File: config.mk
export PLATFORM = sky130hd
export DESIGN_NAME = rotate_convert_pixel_writer
export DESIGN_NICKNAME = d
export VERILOG_FILES = /design/src/rcpw_pkg.sv /design/src/rcpw_front.sv /design/src/rcpw_fifo.sv /design/src/rcpw_back.sv /design/src/rotate_convert_pixel_writer.sv
export VERILOG_INCLUDE_DIRS = /design/src /design/src/src
export SDC_FILE = /design/constraint.sdc
export NUM_CORES = 1
export LEC_CHECK = 0
export BUFFER_PORTS_ARGS = -buffer_cell sky130_fd_sc_hd__buf_2
export CORE_AREA = 2 2 234 236
export DETAILED_ROUTE_END_ITERATION = 6
export DIE_AREA = 0 0 236 238
export PLACE_DENSITY = 0.57
export SYNTH_ARGS = -nofsm -noshare
export SYNTH_HDL_FRONTEND = slang
export SYNTH_SLANG_ARGS = --single-unit
File: constraint.sdc
create_clock -name clk -period 7.5 [get_ports clk]
set_input_delay 0.75 -clock clk [delete_from_list [all_inputs] [get_ports clk]]
set_output_delay 0.75 -clock clk [all_outputs]
set_load 0.01 [all_outputs]
File: src/rotate_convert_pixel_writer_defines.svh
// Assertion macros used by the top-level file to check its own logic.
`ifndef ROTATE_CONVERT_PIXEL_WRITER_DEFINES_SVH
`define ROTATE_CONVERT_PIXEL_WRITER_DEFINES_SVH

// Checks that a condition implies another in the same cycle.
`define RCPW_ASSERT_IMPL(label, ante, cons, msg) \
  label: assert property (@(posedge clk) disable iff (!rst_n) (ante) |-> (cons)) \
    else $error(msg);

// Checks a complete property expression.
`define RCPW_ASSERT_PROP(label, expr, msg) \
  label: assert property (@(posedge clk) disable iff (!rst_n) expr) \
    else $error(msg);

`endif

File: src/rcpw_pkg.sv
package rcpw_pkg;

  localparam int COORD_W     = 10;
  localparam int PROW_W      = 12;
  localparam int WIDTH_W     = 13;
  localparam int IDX_W       = 20;
  localparam int PROD_W      = 25;
  localparam int PIX_W       = 16;
  localparam int COLOR_W     = 8;
  localparam int QUEUE_DEPTH = 4;
  localparam int QPTR_W      = 2;

  typedef enum logic {
    OP_WRITE  = 1'b0,
    OP_REPORT = 1'b1
  } op_t;

  typedef struct packed {
    op_t                op;
    logic               first_px;
    logic [PROW_W-1:0]  prow;
    logic [COORD_W-1:0] pcol;
    logic [PIX_W-1:0]   rgb;
    logic [COORD_W-1:0] x1;
    logic [COORD_W-1:0] x2;
    logic [PROW_W-1:0]  y1;
    logic [PROW_W-1:0]  y2;
  } req_t;

  typedef struct packed {
    op_t                kind;
    logic [IDX_W-1:0]   idx;
    logic [COLOR_W-1:0] red;
    logic [COLOR_W-1:0] green;
    logic [COLOR_W-1:0] blue;
    logic               dvalid;
    logic [COORD_W-1:0] x_min;
    logic [COORD_W-1:0] y_min;
    logic [COORD_W-1:0] x_max;
    logic [COORD_W-1:0] y_max;
  } res_t;

  // Logical column to physical row; columns past the frame land on row zero.
  function automatic logic [PROW_W-1:0] phys_row(input logic [COORD_W-1:0] col,
                                                 input logic [PROW_W-1:0] hm1);
    logic [PROW_W-1:0] c;
    c = PROW_W'(col);
    return (c > hm1) ? '0 : hm1 - c;
  endfunction

  // Logical row to physical column; rows past the frame clamp to the last column.
  function automatic logic [COORD_W-1:0] phys_col(input logic [COORD_W-1:0] row,
                                                  input logic [WIDTH_W-1:0] wm1);
    return (WIDTH_W'(row) > wm1) ? wm1[COORD_W-1:0] : row;
  endfunction

  function automatic logic [COLOR_W-1:0] expand5(input logic [4:0] v);
    return {v, v[4:2]};
  endfunction

  function automatic logic [COLOR_W-1:0] expand6(input logic [5:0] v);
    return {v, v[5:4]};
  endfunction

endpackage

File: src/rcpw_front.sv
module rcpw_front #(
  parameter int FRAME_WIDTH  = 1024,
  parameter int FRAME_HEIGHT = 600
) (
  input  logic                                clk,
  input  logic                                rst_n,
  input  logic                                accept,
  input  rcpw_pkg::op_t                       op,
  input  logic                                first_px,
  input  logic [rcpw_pkg::COORD_W-1:0]        area_left,
  input  logic [rcpw_pkg::COORD_W-1:0]        area_top,
  input  logic [rcpw_pkg::COORD_W-1:0]        area_right,
  input  logic [rcpw_pkg::COORD_W-1:0]        area_bottom,
  input  logic [rcpw_pkg::PIX_W-1:0]          pixel_rgb565,
  output rcpw_pkg::req_t                      req
);

  localparam logic [rcpw_pkg::PROW_W-1:0]  HM1 = rcpw_pkg::PROW_W'(FRAME_HEIGHT - 1);
  localparam logic [rcpw_pkg::WIDTH_W-1:0] WM1 = rcpw_pkg::WIDTH_W'(FRAME_WIDTH - 1);

  logic [rcpw_pkg::COORD_W-1:0] col_r, col_nxt;
  logic [rcpw_pkg::COORD_W-1:0] row_r, row_nxt;
  logic [rcpw_pkg::COORD_W-1:0] left_r, left_nxt;
  logic [rcpw_pkg::COORD_W-1:0] right_r, right_nxt;
  logic [rcpw_pkg::COORD_W-1:0] eff_col, eff_row, eff_left, eff_right;
  logic                         take;

  assign take      = first_px && (op == rcpw_pkg::OP_WRITE);
  assign eff_col   = take ? area_left  : col_r;
  assign eff_row   = take ? area_top   : row_r;
  assign eff_left  = take ? area_left  : left_r;
  assign eff_right = take ? area_right : right_r;

  always_comb begin
    col_nxt   = col_r;
    row_nxt   = row_r;
    left_nxt  = left_r;
    right_nxt = right_r;
    if (accept && op == rcpw_pkg::OP_WRITE) begin
      left_nxt  = eff_left;
      right_nxt = eff_right;
      if (eff_col >= eff_right) begin
        col_nxt = eff_left;
        row_nxt = eff_row + 1'b1;
      end else begin
        col_nxt = eff_col + 1'b1;
        row_nxt = eff_row;
      end
    end
  end

  always_comb begin
    req.op       = op;
    req.first_px = take;
    req.prow     = rcpw_pkg::phys_row(eff_col, HM1);
    req.pcol     = rcpw_pkg::phys_col(eff_row, WM1);
    req.rgb      = pixel_rgb565;
    req.x1       = rcpw_pkg::phys_col(area_top, WM1);
    req.x2       = rcpw_pkg::phys_col(area_bottom, WM1);
    req.y1       = rcpw_pkg::phys_row(area_right, HM1);
    req.y2       = rcpw_pkg::phys_row(area_left, HM1);
  end

  always_ff @(posedge clk) begin
    if (!rst_n) begin
      col_r   <= '0;
      row_r   <= '0;
      left_r  <= '0;
      right_r <= '0;
    end else begin
      col_r   <= col_nxt;
      row_r   <= row_nxt;
      left_r  <= left_nxt;
      right_r <= right_nxt;
    end
  end

endmodule

File: src/rcpw_fifo.sv
module rcpw_fifo (
  input  logic           clk,
  input  logic           rst_n,
  input  logic           push,
  input  rcpw_pkg::req_t din,
  output logic           full,
  input  logic           pop,
  output rcpw_pkg::req_t dout,
  output logic           empty
);

  rcpw_pkg::req_t                  mem_r [rcpw_pkg::QUEUE_DEPTH];
  logic [rcpw_pkg::QPTR_W-1:0]     wr_r, wr_nxt;
  logic [rcpw_pkg::QPTR_W-1:0]     rd_r, rd_nxt;
  logic [rcpw_pkg::QPTR_W:0]       cnt_r, cnt_nxt;

  assign full  = (cnt_r == (rcpw_pkg::QPTR_W+1)'(rcpw_pkg::QUEUE_DEPTH));
  assign empty = (cnt_r == '0);
  assign dout  = mem_r[rd_r];

  always_comb begin
    wr_nxt  = push ? wr_r + 1'b1 : wr_r;
    rd_nxt  = pop  ? rd_r + 1'b1 : rd_r;
    cnt_nxt = cnt_r;
    if (push && !pop) begin
      cnt_nxt = cnt_r + 1'b1;
    end else if (pop && !push) begin
      cnt_nxt = cnt_r - 1'b1;
    end
  end

  always_ff @(posedge clk) begin
    if (!rst_n) begin
      wr_r  <= '0;
      rd_r  <= '0;
      cnt_r <= '0;
    end else begin
      wr_r  <= wr_nxt;
      rd_r  <= rd_nxt;
      cnt_r <= cnt_nxt;
    end
  end

  always_ff @(posedge clk) begin
    if (push) begin
      mem_r[wr_r] <= din;
    end
  end

endmodule

File: src/rcpw_back.sv
module rcpw_back #(
  parameter int FRAME_WIDTH = 1024
) (
  input  logic           clk,
  input  logic           rst_n,
  input  logic           q_empty,
  input  rcpw_pkg::req_t q_data,
  output logic           q_pop,
  input  logic           out_ready,
  output logic           out_valid,
  output rcpw_pkg::res_t res
);

  localparam logic [rcpw_pkg::WIDTH_W-1:0] FW = rcpw_pkg::WIDTH_W'(FRAME_WIDTH);

  logic                          out_valid_r, out_valid_nxt;
  rcpw_pkg::res_t                res_r, res_nxt;
  logic                          dflag_r, dflag_nxt;
  logic [rcpw_pkg::COORD_W-1:0]  xmin_r, xmin_nxt, xmax_r, xmax_nxt;
  logic [rcpw_pkg::PROW_W-1:0]   ymin_r, ymin_nxt, ymax_r, ymax_nxt;
  logic [rcpw_pkg::PROD_W-1:0]   prod, sum;

  assign q_pop     = !q_empty && (!out_valid_r || out_ready);
  assign out_valid = out_valid_r;
  assign res       = res_r;

  assign prod = rcpw_pkg::PROD_W'(q_data.prow) * rcpw_pkg::PROD_W'(FW);
  assign sum  = prod + rcpw_pkg::PROD_W'(q_data.pcol);

  always_comb begin
    out_valid_nxt = out_valid_r && !out_ready;
    res_nxt       = res_r;
    dflag_nxt     = dflag_r;
    xmin_nxt      = xmin_r;
    ymin_nxt      = ymin_r;
    xmax_nxt      = xmax_r;
    ymax_nxt      = ymax_r;
    if (q_pop) begin
      out_valid_nxt = 1'b1;
      res_nxt       = '0;
      res_nxt.kind  = q_data.op;
      if (q_data.op == rcpw_pkg::OP_REPORT) begin
        res_nxt.dvalid = dflag_r;
        if (dflag_r) begin
          res_nxt.x_min = xmin_r;
          res_nxt.y_min = ymin_r[rcpw_pkg::COORD_W-1:0];
          res_nxt.x_max = xmax_r;
          res_nxt.y_max = ymax_r[rcpw_pkg::COORD_W-1:0];
        end
        dflag_nxt = 1'b0;
      end else begin
        res_nxt.idx   = sum[rcpw_pkg::IDX_W-1:0];
        res_nxt.red   = rcpw_pkg::expand5(q_data.rgb[15:11]);
        res_nxt.green = rcpw_pkg::expand6(q_data.rgb[10:5]);
        res_nxt.blue  = rcpw_pkg::expand5(q_data.rgb[4:0]);
        if (q_data.first_px) begin
          dflag_nxt = 1'b1;
          if (!dflag_r) begin
            xmin_nxt = q_data.x1;
            ymin_nxt = q_data.y1;
            xmax_nxt = q_data.x2;
            ymax_nxt = q_data.y2;
          end else begin
            if (q_data.x1 < xmin_r) xmin_nxt = q_data.x1;
            if (q_data.y1 < ymin_r) ymin_nxt = q_data.y1;
            if (q_data.x2 > xmax_r) xmax_nxt = q_data.x2;
            if (q_data.y2 > ymax_r) ymax_nxt = q_data.y2;
          end
        end
      end
    end
  end

  always_ff @(posedge clk) begin
    if (!rst_n) begin
      out_valid_r <= 1'b0;
      dflag_r     <= 1'b0;
      xmin_r      <= '0;
      ymin_r      <= '0;
      xmax_r      <= '0;
      ymax_r      <= '0;
    end else begin
      out_valid_r <= out_valid_nxt;
      dflag_r     <= dflag_nxt;
      xmin_r      <= xmin_nxt;
      ymin_r      <= ymin_nxt;
      xmax_r      <= xmax_nxt;
      ymax_r      <= ymax_nxt;
    end
  end

  always_ff @(posedge clk) begin
    res_r <= res_nxt;
  end

endmodule

File: src/rotate_convert_pixel_writer.sv
// Converts RGB565 pixels of portrait areas to RGB888 and emits framebuffer writes at the
// pixel index turned 90 degrees into a landscape frame, while tracking the union of the
// turned areas as a dirty rectangle that a report request returns and clears. Every request,
// write or report, gives exactly one result. The block takes one request per clock cycle
// while the queue is not full; a request is stored in a four-entry queue and then registered
// as a result. The queue, between the cursor logic at the input and the index multiplier and
// dirty tracker at the output, takes up to four requests while the result side is stalled.
`include "rotate_convert_pixel_writer_defines.svh"

module rotate_convert_pixel_writer #(
  parameter int FRAME_WIDTH  = 1024,
  parameter int FRAME_HEIGHT = 600
) (
  input  logic        clk,
  input  logic        rst_n,
  input  logic        in_tvalid,
  output logic        in_tready,
  // area_left, area_top, area_right, area_bottom, pixel_rgb565
  input  logic [55:0] in_tdata,
  // opcode, first_of_area
  input  logic [1:0]  in_tuser,
  output logic        out_tvalid,
  input  logic        out_tready,
  // fb_pixel_index, red, green, blue, dirty_valid, dirty_x_min, dirty_y_min,
  // dirty_x_max, dirty_y_max, zero fill
  output logic [87:0] out_tdata,
  // result_kind
  output logic [0:0]  out_tuser
);

  rcpw_pkg::req_t req, q_data;
  rcpw_pkg::res_t res;
  logic           q_full, q_empty, q_pop, in_acc;

  assign in_tready = !q_full;
  assign in_acc    = in_tvalid && in_tready;

  rcpw_front #(
    .FRAME_WIDTH  (FRAME_WIDTH),
    .FRAME_HEIGHT (FRAME_HEIGHT)
  ) u_front (
    .clk          (clk),
    .rst_n        (rst_n),
    .accept       (in_acc),
    .op           (rcpw_pkg::op_t'(in_tuser[0])),
    .first_px     (in_tuser[1]),
    .area_left    (in_tdata[9:0]),
    .area_top     (in_tdata[19:10]),
    .area_right   (in_tdata[29:20]),
    .area_bottom  (in_tdata[39:30]),
    .pixel_rgb565 (in_tdata[55:40]),
    .req          (req)
  );

  rcpw_fifo u_fifo (
    .clk   (clk),
    .rst_n (rst_n),
    .push  (in_acc),
    .din   (req),
    .full  (q_full),
    .pop   (q_pop),
    .dout  (q_data),
    .empty (q_empty)
  );

  rcpw_back #(
    .FRAME_WIDTH (FRAME_WIDTH)
  ) u_back (
    .clk       (clk),
    .rst_n     (rst_n),
    .q_empty   (q_empty),
    .q_data    (q_data),
    .q_pop     (q_pop),
    .out_ready (out_tready),
    .out_valid (out_tvalid),
    .res       (res)
  );

  assign out_tuser = res.kind;
  assign out_tdata = {3'b000, res.y_max, res.x_max, res.y_min, res.x_min, res.dvalid,
                      res.blue, res.green, res.red, res.idx};

  `RCPW_ASSERT_PROP(a_fall_through, in_acc && q_empty && !out_tvalid |=> ##1 out_tvalid, "request did not reach the output two cycles after an idle accept")
  `RCPW_ASSERT_IMPL(a_write_clean, out_tvalid && out_tuser == rcpw_pkg::OP_WRITE, out_tdata[84:44] == '0, "write result carries dirty rectangle bits")
  `RCPW_ASSERT_IMPL(a_empty_report, out_tvalid && out_tuser == rcpw_pkg::OP_REPORT && !out_tdata[44], out_tdata[84:45] == '0 && out_tdata[43:0] == '0, "empty report carries nonzero fields")

endmodule
== Word-level counts from Yosys, hierarchy flattened ==
Memories as Yosys holds them, arrays and structs flattened. A register that Yosys moved wholly into a read port is not among the register bits.
Cells that the tools add are included.

* Muxes and demuxes: 26
* Equality and inequality tests: 5
* Reduce and logical (&&, ||, !) cells: 23
* $lt $le $gt $ge: 8
* Bitwise operators: 2
* $add $sub $neg: 10

{| class="wikitable"
|+ Operator list
! kind !! count
|-
| $mux W10 || 10
|-
| $mux W12 || 7
|-
| $sub A10 B10 Y11 const A || 3
|-
| $gt A10 B10 Y1 const B || 3
|-
| $add A10 B1 Y10 const B || 2
|-
| $add A20 B10 Y20 || 1
|-
| $reduce_and A4 Y1 || 4
|-
| $gt A12 B12 Y1 || 1
|-
| $lt A12 B12 Y1 || 1
|-
| $ge A10 B10 Y1 || 1
|-
| $gt A10 B10 Y1 || 1
|-
| $lt A10 B10 Y1 || 1
|-
| $ne A2 B2 Y1 const B || 4
|-
| $logic_and A1 B1 Y1 || 7
|-
| $logic_not A1 Y1 || 6
|-
| $mux W3 || 2
|-
| $mux W1 || 5
|-
| $add A2 B1 Y2 const B || 2
|-
| $mux W2 || 2
|-
| $reduce_and A2 Y1 || 2
|-
| $reduce_bool A2 Y1 || 2
|-
| $add A3 B1 Y3 const B || 1
|-
| $eq A3 B3 Y1 const B || 1
|-
| $logic_not A3 Y1 || 1
|-
| 3 further kinds || 4
|}

* Memories: 1
* Register bits: 179
* Logic and storage cells: 98
* Memory bits (writable): 336
* Bits of input ports: 62
* Output and inout bits: 91

{| class="wikitable"
|+ Memories
! memory !! depth !! width !! rd ports !! clocked after memory_dff !! write ports !! line !! RTL
|-
| u_fifo.mem_r || 4 || 84 || 1 || 1 || 1 || rcpw_fifo.sv:12 || <nowiki>rcpw_pkg::req_t mem_r [rcpw_pkg::QUEUE_DEPTH];</nowiki>
|}

== Depth between registers and ports, before layout ==
Gate-level depths: netlist of run 1.

* Depth after elaboration: 7
* Mapped depth: 16
* Depth with buffers taken out: 12

== Hierarchy ==
From an unflattened synthesis of run 1, not the netlist that was laid out.

* Cell total of the unflattened synthesis: 1470
* Area total of the unflattened synthesis: 21840.9 sq um

{| class="wikitable"
|+ By module, submodules not included
! module !! cells each !! area each (sq um) !! sequential area each (sq um) !! instances
|-
| rcpw_fifo || 481 || 12563.3 || 10269.8 || 1
|-
| rcpw_back || 533 || 5843.1 || 3263.1 || 1
|-
| rcpw_front || 450 || 3398.3 || 800.8 || 1
|-
| rotate_convert_pixel_writer || 6 || 36.3 || 0.0 || 1
|}

== Worst setup path after synthesis of run 1 ==
No wires, ideal clock.

* Kind: in2reg
* Start point: input out_tready
* End point: register u_fifo.cnt_r[2] (netlist name)
* Arrival: 5533 ps
* Path slack: 1896 ps
* Library setup time: 70 ps
* Data required time: 7430 ps
* Cell stages on the path: 9
* Path buffers: 0
* Path through: nor2b_1 -> nor2_1 -> inv_1 -> ha_1 -> inv_1 -> fa_1 -> xor2_1 -> or3_1 -> a21oi_1

* Cells in the longest elaborated chain, start to end: 5
* Elaborated cells between the ends (all ways): 7
* Classes of those cells: 1 x mux; 6 x reduce/logical

{| class="wikitable"
|+ RTL lines
! element !! line !! RTL
|-
| start, declared || rotate_convert_pixel_writer.sv:23 || <nowiki>input logic out_tready,</nowiki>
|-
| $logic_or A1 B1 Y1 * || rcpw_back.sv:23 || <nowiki>assign q_pop = !q_empty && (!out_valid_r || out_ready);</nowiki>
|-
| $logic_and A1 B1 Y1 * || rcpw_back.sv:23 ||
|-
| via q_pop || rotate_convert_pixel_writer.sv:33 || <nowiki>logic q_full, q_empty, q_pop, in_acc;</nowiki>
|-
| $logic_not A1 Y1 || rcpw_fifo.sv:25 || <nowiki>if (push && !pop) begin</nowiki>
|-
| $logic_and A1 B1 Y1 || rcpw_fifo.sv:25 ||
|-
| $mux W3 / $reduce_bool A2 Y1 (equally long branches) || - ||
|-
| end signal, assigned || rcpw_fifo.sv:40 || <nowiki>cnt_r <= cnt_nxt;</nowiki>
|-
| end, declared || rcpw_fifo.sv:15 || <nowiki>logic [rcpw_pkg::QPTR_W:0] cnt_r, cnt_nxt;</nowiki>
|}

The timed path passes the listed nets; every way through them passes the cells marked *.
A chain may end at the register's enable or synchronous reset.

== Worst setup path in the final report of run 1 ==
* Start point: input in_tuser[0]
* End point: register u_front.row_r[7] (netlist name)

* Cells in the longest elaborated chain, start to end: 5
* Elaborated cells between the ends (all ways): 9
* Classes of those cells: 1 x add/sub; 1 x order compare; 4 x mux; 1 x bitwise; 2 x reduce/logical

{| class="wikitable"
|+ RTL lines
! element !! line !! RTL
|-
| start, declared || rotate_convert_pixel_writer.sv:21 || <nowiki>input logic [1:0] in_tuser,</nowiki>
|-
| $not A1 Y1 * || rcpw_front.sv:28, rcpw_front.sv:39 ||
|-
| $logic_and A1 B1 Y1 || rcpw_front.sv:28 || <nowiki>assign take = first_px && (op == rcpw_pkg::OP_WRITE);</nowiki>
|-
| $mux W10 (on tied branches) || rcpw_front.sv:30, rcpw_front.sv:29, rcpw_front.sv:32 ||
|-
| $add A10 B1 Y10 / $ge A10 B10 Y1 (equally long branches) || rcpw_front.sv:44, rcpw_front.sv:42 ||
|-
| $mux W10 || rcpw_front.sv:42 || <nowiki>if (eff_col >= eff_right) begin</nowiki>
|-
| end signal, assigned || rcpw_front.sv:72 || <nowiki>row_r <= row_nxt;</nowiki>
|-
| end, declared || rcpw_front.sv:22 || <nowiki>logic [rcpw_pkg::COORD_W-1:0] row_r, row_nxt;</nowiki>
|}

Every way passes the cells marked *; elsewhere a longest branch is shown, timed or not.

==> results of run 1 <==
-- state kept, by name (all words and copies together), names as in the netlist, 3 cells and up, named ones only --
register / count
u_fifo.mem_r: 320
u_back.res: 78
u_back.ymax_r: 11
u_back.ymin_r: 11
u_back.xmax_r: 10
u_back.xmin_r: 10
u_front.col_r: 10
u_front.left_r: 10
u_front.right_r: 10
u_front.row_r: 10
u_fifo.cnt_r: 3
-- worst paths after layout --
| path | startpoint | to |
|---|---|---|
| min reg2reg | u_front.left_r[4] | u_front.left_r[4] |
| max reg2reg | flop | u_back.ymax_r[7] |
| max | in_tuser[0] | u_front.row_r[7] |
| min | in_tdata[43] | u_fifo.mem_r[2][47] |
-- power groups by stage --
stage | combinational, mW | sequential [mW] | clock (mW)
global placement | 2.16 | 3.79 | 0
global route | 2.38 | 3.80 | 2.71
finish | 2.14 | 3.74 | 2.54
detailed placement | 2.19 | 3.81 | 0
CTS | 2.20 | 3.75 | 2.61
floorplan | 1.44 | 3.86 | 0
-- cells in the final DEF (no fill, tap or decap), types with 7 or more instances in the layout --
master     instances
buf_2            148
nand3_2            9
ha_1              60
clkbuf_16         53
nor2b_1           44
a211oi_1          18
nor2_1            68
clkinv_2           7
clkinv_1           9
inv_1             57
edfxtp_1         398
clkbuf_1          11
nand4_1           14
xnor2_1           15
and2_1             9
o211ai_1          15
xor2_1             9
nand3_1           72
o21ai_1           30
and3_1            48
buf_4             20
nand2_1          103
mux4_2            80
o21ai_0           18
a21oi_1           38
mux2i_1           27
nor3_1            13
o21ai_2           11
dfxtp_1           91
-- stage by stage --
stage / area, um2 / hold WS [ns] / total power [mW] / utilization (%) / setup WS (ns)
6_report: 23900 / 0.383 / 8.42 / 44.6 / 2.90
5_1_grt: 23900 / 0.360 / 8.88 / 44.6 / 2.57
4_1_cts: 23900 / 0.344 / 8.56 / 44.6 / 2.99
3_5_place_dp: 22200 / 0.454 / 6.00 / 41.4 / 2.35
3_3_place_gp: 22200 / 0.444 / 5.95 / 41.4 / 2.51
2_1_floorplan: 20800 / 0.433 / 5.30 / - / 1.90
-- metal layers --
metal / share of wire, % / GRT usage (%) / vias to the layer above
met3: 5.1 / 3.78 / 78
li1: - / - / 5613
met5: 0.16 / 0 / -
met2: 49 / 27.7 / 215
met1: 44 / 21.5 / 5986
met4: 1.9 / 4.00 / 12
-- area by class of cell --
cell class                      count  area [um2]
Antenna cell                        5        12.5
Sequential cell                   491       13800
Inverter                           59         221
Clock inverter                     29         308
Multi-Input combinational cell    775        6370
Timing Repair Buffer              168         891
Fill cell                        4754       29600
Clock buffer                       65        1380
Tap cell                          696         871
-- cell families (layout without fill, tap and decap cells) --
group                    after synthesis  after routing
multiplexers                         113            113
AO/OA/AOI/OAI                        166            166
AND/OR/NAND/NOR                      408            408
other                                  1              8
flip-flops                           491            491
buffers and inverters                150            321
adder cells (fa/ha/maj)               61             61
XOR/XNOR                              24             24
==> impl_metrics.toml, run 1 <==
[outcome]
outcome = "complete, no violations"

[timing]
slew_viol_final = 0
hold_violations = 0
skew_ns = 0.0128
setup_tns_ns = 0
post-route-period-util_pct = 61.4
setup_viol_count_final = 0
period_minus_slack_ns = 4.60
max_clock_freq_mhz = 217
rsz0062_at_grt = "false"
slew_headroom_pct = 24.7
worst_pin_slew_ns = 1.13

[route]
final_antenna_net_count = 0
drc_errors = 0
dr.pass1.iters = 5
wl_um = 45700
routedWlPerCell_um = 20.0
via_count = 11900
vias_per_cell = 5.20
drt_iter0_markers = 852

[setup_path]
worstPathArrival_ns = 5.13
cp-start-kind = "input port"
worstSetupPathDepth = 13
crit_buf_inv = 5
r2r_slack_ns = 3.39
crit_type = "input port to flop"
cp_max_fo = 31
critPathCaptureType = "flop"
slowest_stage = "nand2b_2"
worstRegToRegCells = 10
worstPathRequired_ns = 8.03
critical-path-top-delay-family = "buffers and inverters"
critPathMostFrequentCell = "buf_4"
path_cells = "buf_2 > nand2b_2 > inv_2 > buf_4 > mux2i_1 > inv_1 > ha_1 > a22o_1 > o31ai_1 > buf_4 > nand2_1 > a2111oi_0 > a311o_1"
critPathMaxStageDelay_ns = 0.53

[placed_design]
dp_cells = 2189
gp_congestion = 0.848
io_buffers = 149
hpwl_um = 28600

[clock_network]
clock_path_buffers = 3
cts_resized = 0
htree_levels = 2
numCtsBuffers = 50
root_buffer = "clkbuf_16"
holdBufCountCts = 0
cts_sinks = 491
clock_latency_ns = 0.58
postCtsSetupBuffers = 0
path_clk_slew_ns = 0.06
cts_tree = "done"

[floorplanning]
die_x_um = 236
die_y_um = 238
row_count = 85
dieArea_um2 = 56200
core_um2 = 53500
num_io_pins = 153
start_util_pct = 38.9

[global_routing]
grtUsageTotal_pct = 16.4
antenna_found_initial = 11
grt_pass1_wl_um = 70700
grt_remaining_overflow = 0
grt_pass1_vias = 12000
grt_max_degree = 80

[logic_synthesis]
syn_avg_cell_area_um2 = 14.7
synth.area.mux_share_pct = 10.3
netlist_instances = 1414
yosysTopAreaCellShare_pct = 57.4
yosys.area_share.xor_xnor_pct = 1.01
yosys_warnings = 0
netlist_top_cells_area = "edfxtp_1 (57%), dfxtp_1 (8.9%), mux4_2 (8.7%)"
synth_edf_count = 398
netlist_area_um2 = 20800
synth_simple_gate_area_share_pct = 10.1
synth-compound-area-share_pct = 5.31
ys_ff_latch = 491
synth_most_common_cell = "edfxtp_1"
synth_top_family_by_area = "multiplexers"
netlist_top_cells_count = "edfxtp_1 (398), nand2_1 (103), dfxtp_1 (93)"
async_reset_ff_share_pct = 0
yosysTopAreaCell = "edfxtp_1"
synth.distinct_cells = 67
ys.flop_type = "edfxtp_1"
synthAdderAreaFrac_pct = 3.70
synth.yosys.seq_area_share_pct = 66.4

[power]
swShare_pct = 29.8
p_sw_mw = 2.51
cellPowerDensity_nw_per_um2 = 353
vdd_drop_max_mv = 0.185
seqPwrFrac_pct = 44.4
power_frac_comb_pct = 25.4
power_frac_clock_pct = 30.2
p_leak_nw = 8.46
intPower_mw = 5.91

[worst_hold_path]
hold_path.class = "input port to flop"
min_delay_path_depth = 1

[final_layout]
fin_cells = 2288
areaGrowthSynthToFinish_pct = 14.7
finalNetCount = 1668
drive_gt1_share_pct = 23.3

[run]
cap_violations = 0
(Power assumes the default switching activity.)
==> run 2: changes to the inputs <==
Settings changed: ABC_AREA set to 1, CORE_AREA 2 2 234 236 to 2 2 235 237, DIE_AREA 0 0 236 238 to 0 0 237 239, PLACE_DENSITY 0.57 to 0.59.
Clock period 7.5 ns to 4 ns, I/O delays scaled along.
==> run 2 against run 1 <==
Non-clock buffer count increased by 34. Combinational power increased to 2.7 times the previous value. Largest cell class unchanged. Die area increased by 0.85%. Total power increased by 120%. Synthesized area increased by 0.64%. Via count increased by 19%. Highest routed layer unchanged.
==> impl_metrics.toml, run 2 <==
[floorplanning]
num_io_pins = 153
die_x_um = 237
row_count = 86
die_y_um = 239
dieArea_um2 = 56600
core_um2 = 54300
start_util_pct = 38.5

[run]
cap_violations = 0

[setup_path]
path_cells = "buf_4 > o21ai_0 > o22ai_1 > ha_1 > a21oi_1 > o21a_1 > o21ai_0 > o21ai_0 > nand2_1 > nand2_2 > nand2_1 > nand2_1 > nor2_1"
cp-start-kind = "flop"
crit_type = "flop to flop"
critPathCaptureType = "flop"
critPathMaxStageDelay_ns = 0.76
worstPathRequired_ns = 4.49
slowest_stage = "buf_4"
worstRegToRegCells = 13
cp_max_fo = 78
worstPathArrival_ns = 3.88

[power]
intPower_mw = 12.0
vdd_drop_max_mv = 0.469
swShare_pct = 34.1
seqPwrFrac_pct = 39.2
p_sw_mw = 6.18
p_leak_nw = 9.42
cellPowerDensity_nw_per_um2 = 740
power_frac_clock_pct = 29.4
power_frac_comb_pct = 31.4

[route]
drt_iter0_markers = 998
via_count = 14200
final_antenna_net_count = 0
wl_um = 50200
vias_per_cell = 5.04
dr.pass1.iters = 5
routedWlPerCell_um = 17.8
drc_errors = 0

[timing]
period_minus_slack_ns = 3.40
slew_viol_final = 0
slew_headroom_pct = 33.1
worst_pin_slew_ns = 1.00
max_clock_freq_mhz = 294
rsz0062_at_grt = "false"
setup_viol_count_final = 0
hold_violations = 0
post-route-period-util_pct = 84.9
skew_ns = 0.0266

[logic_synthesis]
netlist_top_cells_area = "edfxtp_1 (57%), dfxtp_1 (8.9%), o21ai_0 (5.2%)"
netlist_area_um2 = 20900
netlist_instances = 1911
yosysTopAreaCellShare_pct = 57.1
ys.flop_type = "edfxtp_1"
ys_ff_latch = 491
synth_edf_count = 398
synth_most_common_cell = "edfxtp_1"
synth.yosys.seq_area_share_pct = 66.0
synth.distinct_cells = 49
syn_avg_cell_area_um2 = 11.0
netlist_top_cells_count = "edfxtp_1 (398), nor2_1 (280), nand2_1 (225)"
yosys_warnings = 0
async_reset_ff_share_pct = 0
yosysTopAreaCell = "edfxtp_1"

[placed_design]
post_dp_cell_area_um2 = 22400
gp_congestion = 0.848
io_buffers = 149
dp_cells = 2690
hpwl_um = 30300

[global_routing]
grtUsageMet2_pct = 28.7
antenna_found_initial = 6
grt_pass1_vias = 13700
grt_remaining_overflow = 0
gr-usage-met3_pct = 3.63
top_usage_layer = "met2"
grtUsageTotal_pct = 17.6
use_met1_pct = 23.7
grt_pass1_wl_um = 77200
grt_max_degree = 161

[clock_network]
cts_tree = "done"
clock_path_buffers = 3
path_clk_slew_ns = 0.06
root_buffer = "clkbuf_16"
clock_latency_ns = 0.60
htree_levels = 2
numCtsBuffers = 51
cts_resized = 0
cts_sinks = 491
postCtsSetupBuffers = 0

[worst_hold_path]
min_delay_path_depth = 1
hold_path.class = "input port to flop"

[final_layout]
layout_common_cells = "edfxtp_1 (398), nor2_1 (276), nand2_1 (225)"
mostFrequentLayoutCell = "edfxtp_1"
final_area_um2 = 24500
finalNetCount = 2186
fin_cells = 2812
largest_reg_flops = 320
top_register = "u_fifo.mem_r"
areaGrowthSynthToFinish_pct = 17.1
drive_gt1_share_pct = 15.5

[outcome]
outcome = "complete, no violations"
-- run 2: layer usage --
metal,share of wire [%],vias up
li1,-,6935
met5,0.11,-
met3,5.0,81
met2,46,282
met4,2.4,8
met1,46,6873
-- run 2: through the flow --
stage	util [%]	setup WS (ns)	hold slack (ns)	TNS, ns	power, mW
floorplan	-	-0.584	0.425	-186.76	11.1
global placement	41.1	0.699	0.436	0	12.8
detailed placement	41.1	0.580	0.443	0	13.0
CTS	45.1	0.655	0.000252	0	18.4
global route	45.1	0.326	0.00766	0	19.4
finish	45.1	0.604	0.0405	0	18.1
-- run 2: layout make-up --
cell class / instances / area, um2
fillers: 4982 / 29800
flip-flops and latches: 491 / 13800
multi-input cells: 1138 / 5960
clock buffers: 60 / 1360
repair buffers: 202 / 1280
well taps: 704 / 881
inverters: 179 / 674
clock inverters: 36 / 551
diodes: 2 / 5.00
-- run 2: cell families (layout without fill, tap and decap cells) --
group | after synthesis | after routing | share of synthesized area (%)
XOR/XNOR | 9 | 9 | 0.376
adder cells (fa/ha/maj) | 61 | 61 | 3.68
other | 1 | 5 | 0.0179
AND/OR/NAND/NOR | 615 | 615 | 12.5
AO/OA/AOI/OAI | 450 | 450 | 11.7
flip-flops | 491 | 491 | 66.0
buffers and inverters | 284 | 477 | 5.80
-- run 2: what timing repair did --
action                     in CTS  in global routing
hold buffers                   23                  0
setup endpoints to repair       0                  0
hold endpoints to repair       85                  0
-- run 2: worst paths after layout --
| path | from | endpoint | slack, ns |
|---|---|---|---|
| hold reg to reg | u_front.left_r[7] | u_front.left_r[7] | 0.45 |
| setup reg to reg | flop | u_back.xmax_r[0] | 0.60 |
| setup / recovery | flop | u_back.xmax_r[0] | 0.60 |
| hold / removal | in_tdata[51] | u_fifo.mem_r[2][55] | 0.04 |
-- run 2: power by group through the flow --
stage	registers [mW]	clock network (mW)	logic [mW]
floorplan	7.43	0	3.70
global placement	7.21	0	5.62
detailed placement	7.22	0	5.73
CTS	7.12	5.47	5.78
global route	7.21	5.66	6.49
finish	7.11	5.34	5.69
-- run 2: worst max-delay path: cells and delay by family (launching register included) --
family	cells	cell delay, ns
adder cells (fa/ha/maj)	1	0.31
buffers and inverters	1	0.76
flip-flops	1	0.33
AO/OA/AOI/OAI	6	1.09
AND/OR/NAND/NOR	5	0.81
